--- src/rtl/trpd_pkg.sv ---
// Shared types and constants for the TGA run-length pixel decoder.
`timescale 1ns / 1ps

package trpd_pkg;

   localparam int CSR_IDX_BITS  = 2;
   localparam int CSR_DATA_BITS = 16;

   localparam logic [CSR_IDX_BITS-1:0] CSR_PIXEL_BYTES  = 2'd0;
   localparam logic [CSR_IDX_BITS-1:0] CSR_IMAGE_WIDTH  = 2'd1;
   localparam logic [CSR_IDX_BITS-1:0] CSR_IMAGE_HEIGHT = 2'd2;
   localparam logic [CSR_IDX_BITS-1:0] CSR_FLIP_Y       = 2'd3;

   localparam int BYTE_BITS  = 8;
   localparam int PIXEL_BITS = 32;
   localparam int RUN_BITS   = 8;
   localparam int COORD_BITS = 16;
   localparam int PB_BITS    = 3;

   // Packet header: top bit selects run, low bits hold count minus one.
   localparam int HDR_RUN_BIT = 7;

   localparam logic [PB_BITS-1:0] PB_MIN = 3'd1;
   localparam logic [PB_BITS-1:0] PB_MAX = 3'd4;

   typedef struct packed {
      logic [PIXEL_BITS-1:0] pixel;
      logic [RUN_BITS-1:0]   run_length;
      logic [COORD_BITS-1:0] dest_row;
      logic [COORD_BITS-1:0] dest_col;
      logic                  image_done;
   } rsp_type;

   // Bytes per pixel as used by the decoder: zero reads as one, above four as four.
   function automatic logic [PB_BITS-1:0] eff_pixel_bytes(input logic [PB_BITS-1:0] pb);
      logic [PB_BITS-1:0] r;
      if (pb == '0) begin
         r = PB_MIN;
      end else if (pb > PB_MAX) begin
         r = PB_MAX;
      end else begin
         r = pb;
      end
      return r;
   endfunction

endpackage

--- src/rtl/trpd_div.sv ---
// Iterative restoring divider for the row and column advance of long runs.
`timescale 1ns / 1ps

module trpd_div #(
   parameter int DIM_BITS = 16
) (
   input  logic                clock,
   input  logic                reset,
   input  logic                start,
   input  logic [DIM_BITS:0]   dividend,
   input  logic [DIM_BITS-1:0] divisor,
   output logic                busy,
   output logic                done,
   output logic [DIM_BITS:0]   quot,
   output logic [DIM_BITS-1:0] remainder
);

   localparam int NB = DIM_BITS + 1;
   localparam int CW = $clog2(NB + 1);

   logic              run_ff, run_in;
   logic              done_ff, done_in;
   logic [CW-1:0]     cnt_ff, cnt_in;
   logic [NB-1:0]     quo_ff, quo_in;
   logic [DIM_BITS-1:0] rem_ff, rem_in;
   logic [DIM_BITS-1:0] den_ff, den_in;
   logic [DIM_BITS:0]   trial;
   logic [DIM_BITS:0]   diff;

   assign trial = {rem_ff, quo_ff[NB-1]};
   assign diff  = trial - {1'b0, den_ff};

   always_comb begin
      run_in  = run_ff;
      done_in = 1'b0;
      cnt_in  = cnt_ff;
      quo_in  = quo_ff;
      rem_in  = rem_ff;
      den_in  = den_ff;
      if (start) begin
         run_in = 1'b1;
         cnt_in = CW'(NB);
         quo_in = dividend;
         rem_in = '0;
         den_in = divisor;
      end else if (run_ff) begin
         if (trial >= {1'b0, den_ff}) begin
            rem_in = diff[DIM_BITS-1:0];
            quo_in = {quo_ff[NB-2:0], 1'b1};
         end else begin
            rem_in = trial[DIM_BITS-1:0];
            quo_in = {quo_ff[NB-2:0], 1'b0};
         end
         cnt_in = cnt_ff - CW'(1);
         if (cnt_ff == CW'(1)) begin
            run_in  = 1'b0;
            done_in = 1'b1;
         end
      end
   end

   always_ff @(posedge clock) begin
      if (reset) begin
         run_ff  <= 1'b0;
         done_ff <= 1'b0;
         cnt_ff  <= '0;
      end else begin
         run_ff  <= run_in;
         done_ff <= done_in;
         cnt_ff  <= cnt_in;
      end
      quo_ff <= quo_in;
      rem_ff <= rem_in;
      den_ff <= den_in;
   end

   assign busy      = run_ff | done_ff;
   assign done      = done_ff;
   assign quot      = quo_ff;
   assign remainder = rem_ff;

endmodule

--- src/rtl/trpd_geom.sv ---
// Geometry unit: image pixel total and pixels left, on one shared multiplier.
`timescale 1ns / 1ps

module trpd_geom #(
   parameter int DIM_BITS = 16
) (
   input  logic                  clock,
   input  logic                  reset,
   input  logic                  start,
   input  logic [DIM_BITS-1:0]   width,
   input  logic [DIM_BITS-1:0]   height,
   input  logic [DIM_BITS-1:0]   row,
   input  logic [DIM_BITS-1:0]   col,
   output logic                  busy,
   output logic                  load,
   output logic [2*DIM_BITS-1:0] left,
   output logic [2*DIM_BITS-1:0] total
);

   localparam int LW = 2 * DIM_BITS;

   localparam logic [2:0] GS_IDLE = 3'd0;
   localparam logic [2:0] GS_TOT  = 3'd1;
   localparam logic [2:0] GS_PROD = 3'd2;
   localparam logic [2:0] GS_POS  = 3'd3;
   localparam logic [2:0] GS_LEFT = 3'd4;

   logic [2:0]          state_ff, state_in;
   logic [LW-1:0]       mul_ff, mul_in;
   logic [LW-1:0]       total_ff, total_in;
   logic [LW:0]         pos_ff, pos_in;
   logic [DIM_BITS-1:0] mul_b;

   assign mul_b = (state_ff == GS_TOT) ? height : row;

   always_comb begin
      state_in = state_ff;
      mul_in   = LW'(width) * LW'(mul_b);
      total_in = total_ff;
      pos_in   = pos_ff;
      unique case (state_ff)
         GS_IDLE: state_in = GS_IDLE;
         GS_TOT:  state_in = GS_PROD;
         GS_PROD: begin
            total_in = mul_ff;
            state_in = GS_POS;
         end
         GS_POS: begin
            pos_in   = {1'b0, mul_ff} + (LW+1)'(col);
            state_in = GS_LEFT;
         end
         GS_LEFT: state_in = GS_IDLE;
         default: state_in = GS_IDLE;
      endcase
      if (start) begin
         state_in = GS_TOT;
      end
   end

   always_ff @(posedge clock) begin
      if (reset) begin
         state_ff <= GS_IDLE;
      end else begin
         state_ff <= state_in;
      end
      mul_ff   <= mul_in;
      total_ff <= total_in;
      pos_ff   <= pos_in;
   end

   assign busy  = (state_ff != GS_IDLE);
   assign load  = (state_ff == GS_LEFT);
   assign left  = (pos_ff < {1'b0, total_ff}) ? (total_ff - pos_ff[LW-1:0]) : '0;
   assign total = total_ff;

endmodule

--- src/rtl/trpd_outq.sv ---
// Two-entry result queue between the decode state and the result channel.
`timescale 1ns / 1ps

module trpd_outq (
   input  logic              clock,
   input  logic              reset,
   input  logic              push,
   input  trpd_pkg::rsp_type push_data,
   input  logic              pop_ready,
   output logic              pop_valid,
   output trpd_pkg::rsp_type pop_data,
   output logic              full
);

   trpd_pkg::rsp_type entry_ff [2];
   logic       wr_ptr_ff, wr_ptr_in;
   logic       rd_ptr_ff, rd_ptr_in;
   logic [1:0] cnt_ff, cnt_in;
   logic       pop;

   assign pop_valid = (cnt_ff != 2'd0);
   assign pop       = pop_valid & pop_ready;
   assign full      = (cnt_ff == 2'd2);
   assign pop_data  = entry_ff[rd_ptr_ff];

   always_comb begin
      wr_ptr_in = wr_ptr_ff ^ push;
      rd_ptr_in = rd_ptr_ff ^ pop;
      cnt_in    = cnt_ff + 2'(push) - 2'(pop);
   end

   always_ff @(posedge clock) begin
      if (reset) begin
         wr_ptr_ff <= 1'b0;
         rd_ptr_ff <= 1'b0;
         cnt_ff    <= 2'd0;
      end else begin
         wr_ptr_ff <= wr_ptr_in;
         rd_ptr_ff <= rd_ptr_in;
         cnt_ff    <= cnt_in;
      end
      if (push) begin
         entry_ff[wr_ptr_ff] <= push_data;
      end
   end

endmodule

--- src/rtl/tga_rle_pixel_decoder_unit.sv ---
// Top level of the TGA run-length pixel decoder: packet state, pixel assembly, placement.
`timescale 1ns / 1ps

// Usage
//   req_ channel: one stream byte per transaction; req_start_image clears the decoder
//   state before that byte (so it is taken as the first packet header of a new image).
//   rsp_ channel: one transaction per completed pixel: value, run length, destination
//   row and column, and an image-done flag on the transaction holding the last pixel.
//   csr_ port: write-only; pixel bytes, width, height and flip_y, written between images.
// Timing and throughput
//   A result enters the result queue in the cycle after the byte that completes its
//   pixel. One byte per cycle is accepted while req_ready is high. A run whose end
//   passes the end of a row twice or more (column plus count at least twice the width)
//   engages the iterative divider unless it ends the image; req_ready is then low
//   until the divider is through. After reset and every csr_ write req_ready is low
//   while the geometry unit recomputes the image total and pixels left.
// Stalls
//   Results go through a two-entry queue; while it is full req_ready is low, so a
//   stalled receiver backs up into the byte stream without loss.

module tga_rle_pixel_decoder_unit #(
   parameter int DIM_BITS = 16
) (
   input  logic        clock,
   input  logic        reset,
   input  logic        req_valid,
   output logic        req_ready,
   input  logic [7:0]  req_byte_in,
   input  logic        req_start_image,
   output logic        rsp_valid,
   input  logic        rsp_ready,
   output logic [31:0] rsp_pixel,
   output logic [7:0]  rsp_run_length,
   output logic [15:0] rsp_dest_row,
   output logic [15:0] rsp_dest_col,
   output logic        rsp_image_done,
   input  logic        csr_wr_en,
   input  logic [trpd_pkg::CSR_IDX_BITS-1:0]  csr_index,
   input  logic [trpd_pkg::CSR_DATA_BITS-1:0] csr_wdata
);

   localparam int D  = DIM_BITS;
   localparam int LW = 2 * DIM_BITS;
   localparam int PW = trpd_pkg::PIXEL_BITS;
   localparam int RW = trpd_pkg::RUN_BITS;

   // configuration
   logic [trpd_pkg::PB_BITS-1:0]    cfg_pb_ff;
   logic [trpd_pkg::COORD_BITS-1:0] cfg_width_ff;
   logic [trpd_pkg::COORD_BITS-1:0] cfg_height_ff;
   logic                            cfg_flip_ff;
   logic                            pend_ff, pend_in;

   // decode state
   logic          exp_hdr_ff, exp_hdr_in;
   logic [RW-1:0] rem_ff, rem_in;
   logic          is_run_ff, is_run_in;
   logic [1:0]    idx_ff, idx_in;
   logic [PW-1:0] acc_ff, acc_in;
   logic [D-1:0]  col_ff, col_in;
   logic [D-1:0]  row_ff, row_in;
   logic          fin_ff, fin_in;
   logic [LW-1:0] left_ff, left_in;

   // state after an optional start_image clear
   logic          s_exp, s_run, s_fin;
   logic [RW-1:0] s_rem;
   logic [1:0]    s_idx;
   logic [PW-1:0] s_acc;
   logic [D-1:0]  s_col, s_row;
   logic [LW-1:0] s_left;

   logic [D-1:0]  w_eff, h_eff, row_out;
   logic [trpd_pkg::PB_BITS-1:0] pb_eff;
   logic [PW-1:0] acc_new;
   logic [RW-1:0] cnt_raw, cnt_nz, cnt;
   logic          done_px;
   logic [D:0]    c_sum, c_sub;

   logic          accept;
   logic          busy;
   logic          q_full;
   logic          res_push;
   trpd_pkg::rsp_type res, q_head;

   logic          div_start, div_busy, div_done;
   logic [D:0]    div_quot;
   logic [D-1:0]  div_rem;

   logic          geom_start, geom_busy, geom_load;
   logic [LW-1:0] geom_left, geom_total;

   assign w_eff  = (cfg_width_ff[D-1:0] == '0) ? D'(1) : cfg_width_ff[D-1:0];
   assign h_eff  = (cfg_height_ff[D-1:0] == '0) ? D'(1) : cfg_height_ff[D-1:0];
   assign pb_eff = trpd_pkg::eff_pixel_bytes(cfg_pb_ff);

   assign busy       = pend_ff | geom_busy | div_busy;
   assign req_ready  = ~busy & ~q_full;
   assign accept     = req_valid & req_ready;
   assign geom_start = pend_ff & ~div_busy;

   // configuration writes
   always_ff @(posedge clock) begin
      if (reset) begin
         cfg_pb_ff     <= trpd_pkg::PB_MAX;
         cfg_width_ff  <= 16'd1;
         cfg_height_ff <= 16'd1;
         cfg_flip_ff   <= 1'b1;
      end else if (csr_wr_en) begin
         unique case (csr_index)
            trpd_pkg::CSR_PIXEL_BYTES:  cfg_pb_ff     <= csr_wdata[trpd_pkg::PB_BITS-1:0];
            trpd_pkg::CSR_IMAGE_WIDTH:  cfg_width_ff  <= csr_wdata;
            trpd_pkg::CSR_IMAGE_HEIGHT: cfg_height_ff <= csr_wdata;
            trpd_pkg::CSR_FLIP_Y:       cfg_flip_ff   <= csr_wdata[0];
            default: ;
         endcase
      end
   end

   always_comb begin
      pend_in = pend_ff;
      if (geom_start) begin
         pend_in = 1'b0;
      end
      if (csr_wr_en) begin
         pend_in = 1'b1;
      end
   end

   always_comb begin
      // clear on start_image
      if (accept && req_start_image) begin
         s_exp  = 1'b1;
         s_rem  = '0;
         s_run  = 1'b0;
         s_idx  = '0;
         s_acc  = '0;
         s_col  = '0;
         s_row  = '0;
         s_fin  = 1'b0;
         s_left = geom_total;
      end else begin
         s_exp  = exp_hdr_ff;
         s_rem  = rem_ff;
         s_run  = is_run_ff;
         s_idx  = idx_ff;
         s_acc  = acc_ff;
         s_col  = col_ff;
         s_row  = row_ff;
         s_fin  = fin_ff;
         s_left = left_ff;
      end

      exp_hdr_in = s_exp;
      rem_in     = s_rem;
      is_run_in  = s_run;
      idx_in     = s_idx;
      acc_in     = s_acc;
      col_in     = s_col;
      row_in     = s_row;
      fin_in     = s_fin;
      left_in    = s_left;

      acc_new = s_acc | (PW'(req_byte_in) << {s_idx, 3'b000});
      cnt_raw = s_run ? s_rem : RW'(1);
      cnt_nz  = (cnt_raw == '0) ? RW'(1) : cnt_raw;
      cnt     = (LW'(cnt_nz) > s_left) ? s_left[RW-1:0] : cnt_nz;
      done_px = (LW'(cnt) == s_left);
      c_sum   = {1'b0, s_col} + (D+1)'(cnt);
      c_sub   = c_sum - {1'b0, w_eff};
      row_out = cfg_flip_ff ? (h_eff - D'(1) - s_row) : s_row;

      res_push   = 1'b0;
      res.pixel      = acc_new;
      res.run_length = cnt;
      res.dest_row   = trpd_pkg::COORD_BITS'(row_out);
      res.dest_col   = trpd_pkg::COORD_BITS'(s_col);
      res.image_done = done_px;
      div_start  = 1'b0;

      if (accept && !s_fin) begin
         if (s_exp) begin
            is_run_in  = req_byte_in[trpd_pkg::HDR_RUN_BIT];
            rem_in     = {1'b0, req_byte_in[trpd_pkg::HDR_RUN_BIT-1:0]} + RW'(1);
            exp_hdr_in = 1'b0;
            idx_in     = '0;
            acc_in     = '0;
         end else if (({1'b0, s_idx} + 3'd1) < pb_eff) begin
            idx_in = s_idx + 2'd1;
            acc_in = acc_new;
         end else begin
            idx_in = '0;
            acc_in = '0;
            if (cnt == '0) begin
               fin_in = 1'b1;
            end else begin
               res_push = 1'b1;
               left_in  = s_left - LW'(cnt);
               if (done_px) begin
                  fin_in = 1'b1;
               end
               if (c_sum < {1'b0, w_eff}) begin
                  col_in = c_sum[D-1:0];
               end else if (c_sum < {w_eff, 1'b0}) begin
                  col_in = c_sub[D-1:0];
                  row_in = s_row + D'(1);
               end else begin
                  // wraps past more than one row end
                  div_start = ~done_px;
               end
               if (s_run || s_rem <= RW'(1)) begin
                  rem_in = '0;
               end else begin
                  rem_in = s_rem - RW'(1);
               end
               if (rem_in == '0) begin
                  exp_hdr_in = 1'b1;
               end
            end
         end
      end

      if (div_done) begin
         row_in = row_ff + div_quot[D-1:0];
         col_in = div_rem;
      end
      if (geom_load) begin
         left_in = geom_left;
      end
   end

   always_ff @(posedge clock) begin
      if (reset) begin
         pend_ff    <= 1'b1;
         exp_hdr_ff <= 1'b1;
         rem_ff     <= '0;
         is_run_ff  <= 1'b0;
         idx_ff     <= '0;
         acc_ff     <= '0;
         col_ff     <= '0;
         row_ff     <= '0;
         fin_ff     <= 1'b0;
         left_ff    <= '0;
      end else begin
         pend_ff    <= pend_in;
         exp_hdr_ff <= exp_hdr_in;
         rem_ff     <= rem_in;
         is_run_ff  <= is_run_in;
         idx_ff     <= idx_in;
         acc_ff     <= acc_in;
         col_ff     <= col_in;
         row_ff     <= row_in;
         fin_ff     <= fin_in;
         left_ff    <= left_in;
      end
   end

   trpd_div #(
      .DIM_BITS(DIM_BITS)
   ) u_div (
      .clock     (clock),
      .reset     (reset),
      .start     (div_start),
      .dividend  (c_sum),
      .divisor   (w_eff),
      .busy      (div_busy),
      .done      (div_done),
      .quot      (div_quot),
      .remainder (div_rem)
   );

   trpd_geom #(
      .DIM_BITS(DIM_BITS)
   ) u_geom (
      .clock  (clock),
      .reset  (reset),
      .start  (geom_start),
      .width  (w_eff),
      .height (h_eff),
      .row    (row_ff),
      .col    (col_ff),
      .busy   (geom_busy),
      .load   (geom_load),
      .left   (geom_left),
      .total  (geom_total)
   );

   trpd_outq u_outq (
      .clock     (clock),
      .reset     (reset),
      .push      (res_push),
      .push_data (res),
      .pop_ready (rsp_ready),
      .pop_valid (rsp_valid),
      .pop_data  (q_head),
      .full      (q_full)
   );

   assign rsp_pixel      = q_head.pixel;
   assign rsp_run_length = q_head.run_length;
   assign rsp_dest_row   = q_head.dest_row;
   assign rsp_dest_col   = q_head.dest_col;
   assign rsp_image_done = q_head.image_done;

   // a result flagged as the last pixel leaves the decoder finished
   assert property (@(posedge clock) disable iff (reset)
      res_push && res.image_done |=> fin_ff)
      else $error("decoder not finished after last pixel");

   // pixels left only shrink within an image
   assert property (@(posedge clock) disable iff (reset)
      accept && !req_start_image |=> left_ff <= $past(left_ff))
      else $error("pixels left grew without start_image");

   // divider is never restarted while it still owns row and column
   assert property (@(posedge clock) disable iff (reset)
      div_start |-> !div_busy && !geom_busy)
      else $error("divider started while busy");

endmodule
--- config.mk ---
export PLATFORM = sky130hd
export DESIGN_NAME = tga_rle_pixel_decoder_unit
export DESIGN_NICKNAME = d
export VERILOG_FILES = /design/src/rtl/trpd_pkg.sv /design/src/rtl/trpd_div.sv /design/src/rtl/trpd_geom.sv /design/src/rtl/trpd_outq.sv /design/src/rtl/tga_rle_pixel_decoder_unit.sv
export SDC_FILE = /design/constraint.sdc
export NUM_CORES = 2
export LEC_CHECK = 0
export BUFFER_PORTS_ARGS = -buffer_cell sky130_fd_sc_hd__buf_2
export CORE_MARGIN = 2
export CORE_UTILIZATION = 45
export DETAILED_ROUTE_END_ITERATION = 10
export PLACE_DENSITY = 0.71
export SYNTH_ARGS = -nofsm -noshare
export SYNTH_HDL_FRONTEND = slang
export SYNTH_HIERARCHICAL = 1
export SYNTH_SLANG_ARGS = --single-unit
--- constraint.sdc ---
create_clock -name clock -period 11.7 [get_ports clock]
set_clock_uncertainty 0.1 [all_clocks]
set_input_delay 2.34 -clock clock [delete_from_list [all_inputs] [get_ports clock]]
set_output_delay 2.34 -clock clock [all_outputs]
set_load 0.05 [all_outputs]
==> reports/summary.txt <==
==================================================================================================
Placer Congestion ...................................................................        0.972
Length of the first detailed-routing pass in iterations .............................            6
Critical-path maximum fanout ........................................................           51
Filler cell count in the final layout ...............................................         7372
Core region area ....................................................................    79100 um2
Critical R2R Launch ................................................................. u_div/run_ff
Worst slew pin tran .................................................................      1.10 ns
Number of vias in the routed layout .................................................        28.3k
Row Count ...........................................................................          103
Cell area power density .............................................................  99.2 nW/um2
FF-to-FF path depth .................................................................           34
Cell with the biggest individual delay on the critical path ......................... sky130_fd_sc_hd__buf_4
Number of CTS-inserted buffers ......................................................           49
Remaining global-route overflow .....................................................            0
Final nets ..........................................................................         4344
Worst EP arrival ....................................................................     11.09 ns
Total detailed-routing wirelength ...................................................     96500 um
Standby leakage power ...............................................................      16.8 nW
Clock latency on the worst-skew pair ................................................      0.62 ns
Fin cells ...........................................................................         4911
Area overhead of the layout relative to synthesis ...................................        7.96%
Worst hold path type ................................................................      reg2reg
Final worst path period share .......................................................        91.4%
Most used flip-flop cell after synthesis ............................................ sky130_fd_sc_hd__edfxtp_1
RSZ-0062 raised after global routing ................................................        false
Number of endpoints failing setup at the final stage ................................            0
Post-CTS setup buffer count .........................................................            0
Cell Area, Placed ...................................................................    37300 um2
Antenna violations before repair ....................................................            3
PostCTS Resize Cnt ..................................................................            0
Post-synthesis cell area ............................................................    36000 um2
Die ar. .............................................................................    82200 um2
Via count normalized by instance count ..............................................         5.77
Critical setup path kind ............................................................       in2reg
Sequential fraction of the synthesis area ...........................................        31.9%
First-pass GRT wire length ..........................................................    153000 um
Largest voltage drop on the vdd net .................................................    0.0886 mV
Number of design rule violations left after detail routing ..........................            0
Antenna-violating nets left .........................................................            0
Number of buffers added to fix hold violations after cts ............................            0
Result of the run ................................................................... complete, no violations
Top achievable clock speed ..........................................................     93.5 MHz
Placed cells ........................................................................         4817
Share of synthesized flip-flops with an asynchronous set or reset ...................           0%
Final number of hold-violating endpoints ............................................            0
Yosys cell types ....................................................................          118
Global router's overall resource usage ..............................................        23.3%
Number of placed I/O pins ...........................................................          107
Clock transition time at the flip-flop clock pins of the worst setup and hold paths .      0.06 ns
Final Cell Area .....................................................................    38800 um2
Sort of element at the end of the critical path .....................................     register
Syn nets ............................................................................         4360
Number of buffers inserted by port buffering ........................................          106
Pin count of the biggest net entering global routing ................................           99
Reported max-cap violation count ....................................................            0
Max transition margin ...............................................................        26.7%
Max-slew violation count ............................................................            0
Master cell of the clock root buffer ................................................ sky130_fd_sc_hd__clkbuf_16
Layout cells sized above 1 ..........................................................        10.5%
Capture instance of the worst register-to-register path ............................. u_div/remainder[10]
Category of the worst setup path launch point .......................................   input port
HPWL reported at the end of detailed placement ......................................     71200 um
Number of synthesized flops with an enable pin ......................................          244
Req. time, crit path ................................................................     12.10 ns
Time the worst path needs with I/O delays and setup .................................     10.69 ns
Setup crit start .................................................................... req_start_image
Chip width ..........................................................................       287 um
Stage delay of the slowest cell on the critical path ................................      0.58 ns
Number of register bits inferred by synthesis .......................................          452
Clock tree from TritonCTS ...........................................................         done
Initial Utilization .................................................................        45.5%
Share of the core filled with cells .................................................        49.1%
WL/cell .............................................................................      19.7 um
Worst-case register-to-register setup slack .........................................      1.39 ns
Synthesis Warnings ..................................................................            6
Number of buffers between clock root and the deepest sink ...........................            3
Average instance area after synthesis ...............................................     9.38 um2
Clock sink total ....................................................................          452
Starting DRT DRC Count ..............................................................         2574
Critical Path Sink .................................................................. u_div/remainder[10]
Vias in the first global route ......................................................        28.1k
Total negative slack ................................................................         0 ns
CTS HTree Levels ....................................................................            2
Die Height ..........................................................................       287 um
Count of mapped cells out of synthesis ..............................................         3834
==================================================================================================
==> worst min-delay path by stage <==
| stage | from | endpoint | slack [ns] | depth (start not counted) |
|---|---|---|---|---|
| 5_1_grt | u_geom/mul_ff[3] | u_geom/total[3] | 0.37 | 0 |
| 4_1_cts | u_geom/mul_ff[3] | u_geom/total[3] | 0.35 | 0 |
| 3_3_place_gp | u_geom/mul_ff[7] | u_geom/total[7] | 0.35 | 0 |
| 3_5_place_dp | u_geom/mul_ff[3] | u_geom/total[3] | 0.34 | 0 |
| 6_report | u_geom/mul_ff[3] | u_geom/total[3] | 0.35 | 0 |
| 2_1_floorplan | u_geom/mul_ff[0] | u_geom/total[0] | 0.31 | 0 |
==> critical path, delay by kind of cell <==
| kind | cells | cell delay [ns] |
|---|---|---|
| AO/OA/AOI/OAI | 13 | 3.33 |
| buffers and inverters | 3 | 0.79 |
| AND/OR/NAND/NOR | 11 | 2.60 |
| adder cells (fa/ha/maj) | 4 | 1.23 |
| XOR/XNOR | 1 | 0.29 |
| multiplexers | 1 | 0.47 |
==> cell usage after synthesis, types with 42 or more instances <==
master	count	area, um2
sky130_fd_sc_hd__mux2_2	109	1230
sky130_fd_sc_hd__inv_1	413	1550
sky130_fd_sc_hd__a21o_1	81	608
sky130_fd_sc_hd__xor2_1	59	517
sky130_fd_sc_hd__nor2b_1	66	413
sky130_fd_sc_hd__ha_1	292	3650
sky130_fd_sc_hd__xnor2_1	127	1110
sky130_fd_sc_hd__dfxtp_1	208	4160
sky130_fd_sc_hd__edfxtp_1	244	7330
sky130_fd_sc_hd__nor2_1	228	856
sky130_fd_sc_hd__nand2_1	415	1560
sky130_fd_sc_hd__o21ai_0	96	480
sky130_fd_sc_hd__and2_1	109	682
sky130_fd_sc_hd__fa_1	202	4040
sky130_fd_sc_hd__a21oi_1	208	1040
sky130_fd_sc_hd__nand3_1	68	340
sky130_fd_sc_hd__clkbuf_1	165	619
sky130_fd_sc_hd__nor3_1	64	320
sky130_fd_sc_hd__mux2i_1	42	420
sky130_fd_sc_hd__nand2b_1	43	269
==> kinds of logic after synthesis <==
kind of cell / share of synthesized area, %
AO/OA/AOI/OAI: 14.3
XOR/XNOR: 4.70
adder cells (fa/ha/maj): 21.5
buffers and inverters: 6.78
flip-flops: 31.9
multiplexers: 4.62
AND/OR/NAND/NOR: 16.1
==> through the flow <==
stage / power (mW) / setup slack [ns] / hold WS (ns)
floorplan: 2.20 / 0.168 / 0.312
global placement: 2.34 / 0.729 / 0.348
detailed placement: 2.34 / 0.545 / 0.338
CTS: 3.87 / 1.17 / 0.354
global route: 3.98 / 0.192 / 0.370
finish: 3.85 / 1.01 / 0.353
==> registers in the layout, summed over array words and instances (netlist names), 2 cells and up <==
name             count
rem_ff               8
row_ff              16
idx_ff               2
acc_ff              32
u_geom/mul_ff       32
cfg_width_ff        16
u_geom/total        32
col_ff              16
u_outq/entry_ff    146
cfg_height_ff       16
left_ff             32
u_geom/pos_ff       33
u_outq/cnt_ff        2
u_div/cnt_ff         5
u_div/remainder     16
u_div/den_ff        16
cfg_pb_ff            3
u_geom/state_ff      3
u_div/quot          17
==> power by group <==
group	internal, mW	switching (mW)	leakage, nW	total (mW)
clock	0.869	0.664	0.766	1.53
combinational	0.206	0.404	12.1	0.610
sequential	1.68	0.0269	3.91	1.71
total	2.76	1.10	16.8	3.85
==> cell usage in the layout (no fill, tap or decap), types with 49 or more instances in the layout <==
cell type and count:
sky130_fd_sc_hd__nand2_1 415, sky130_fd_sc_hd__inv_1 413, sky130_fd_sc_hd__ha_1 290, sky130_fd_sc_hd__edfxtp_1 244, sky130_fd_sc_hd__nor2_1 227, sky130_fd_sc_hd__a21oi_1 208, sky130_fd_sc_hd__dfxtp_1 207, sky130_fd_sc_hd__fa_1 202
sky130_fd_sc_hd__xnor2_1 127, sky130_fd_sc_hd__and2_1 109, sky130_fd_sc_hd__mux2_2 109, sky130_fd_sc_hd__buf_2 105, sky130_fd_sc_hd__o21ai_0 96, sky130_fd_sc_hd__a21o_1 81, sky130_fd_sc_hd__nand3_1 67, sky130_fd_sc_hd__nor2b_1 66
sky130_fd_sc_hd__nor3_1 63, sky130_fd_sc_hd__xor2_1 59, sky130_fd_sc_hd__clkbuf_16 49
==> layout make-up <==
class / instances / area, um2 / area share, %
timing repair buffer: 139 / 781 / 2.01
multi-input combinational: 2759 / 22100 / 56.9
clock inverter: 20 / 224 / 0.577
inverter: 417 / 1570 / 4.04
sequential: 452 / 11500 / 29.6
clock buffer: 72 / 1340 / 3.46
tap: 1050 / 1310 / 3.38
antenna: 2 / 5.00 / 0.0129
==> per-layer routing <==
| layer | vias to the layer above | global-route usage (%) | part of all wire [%] |
|---|---|---|---|
| met4 | 2 | 8.68 | 3.5 |
| met2 | 1132 | 38.9 | 47 |
| met3 | 209 | 3.61 | 7.5 |
| li1 | 13200 | - | - |
| met1 | 13800 | 30.6 | 42 |
| met5 | - | 0 | 0.055 |
Power figures use the tool's default switching activity.
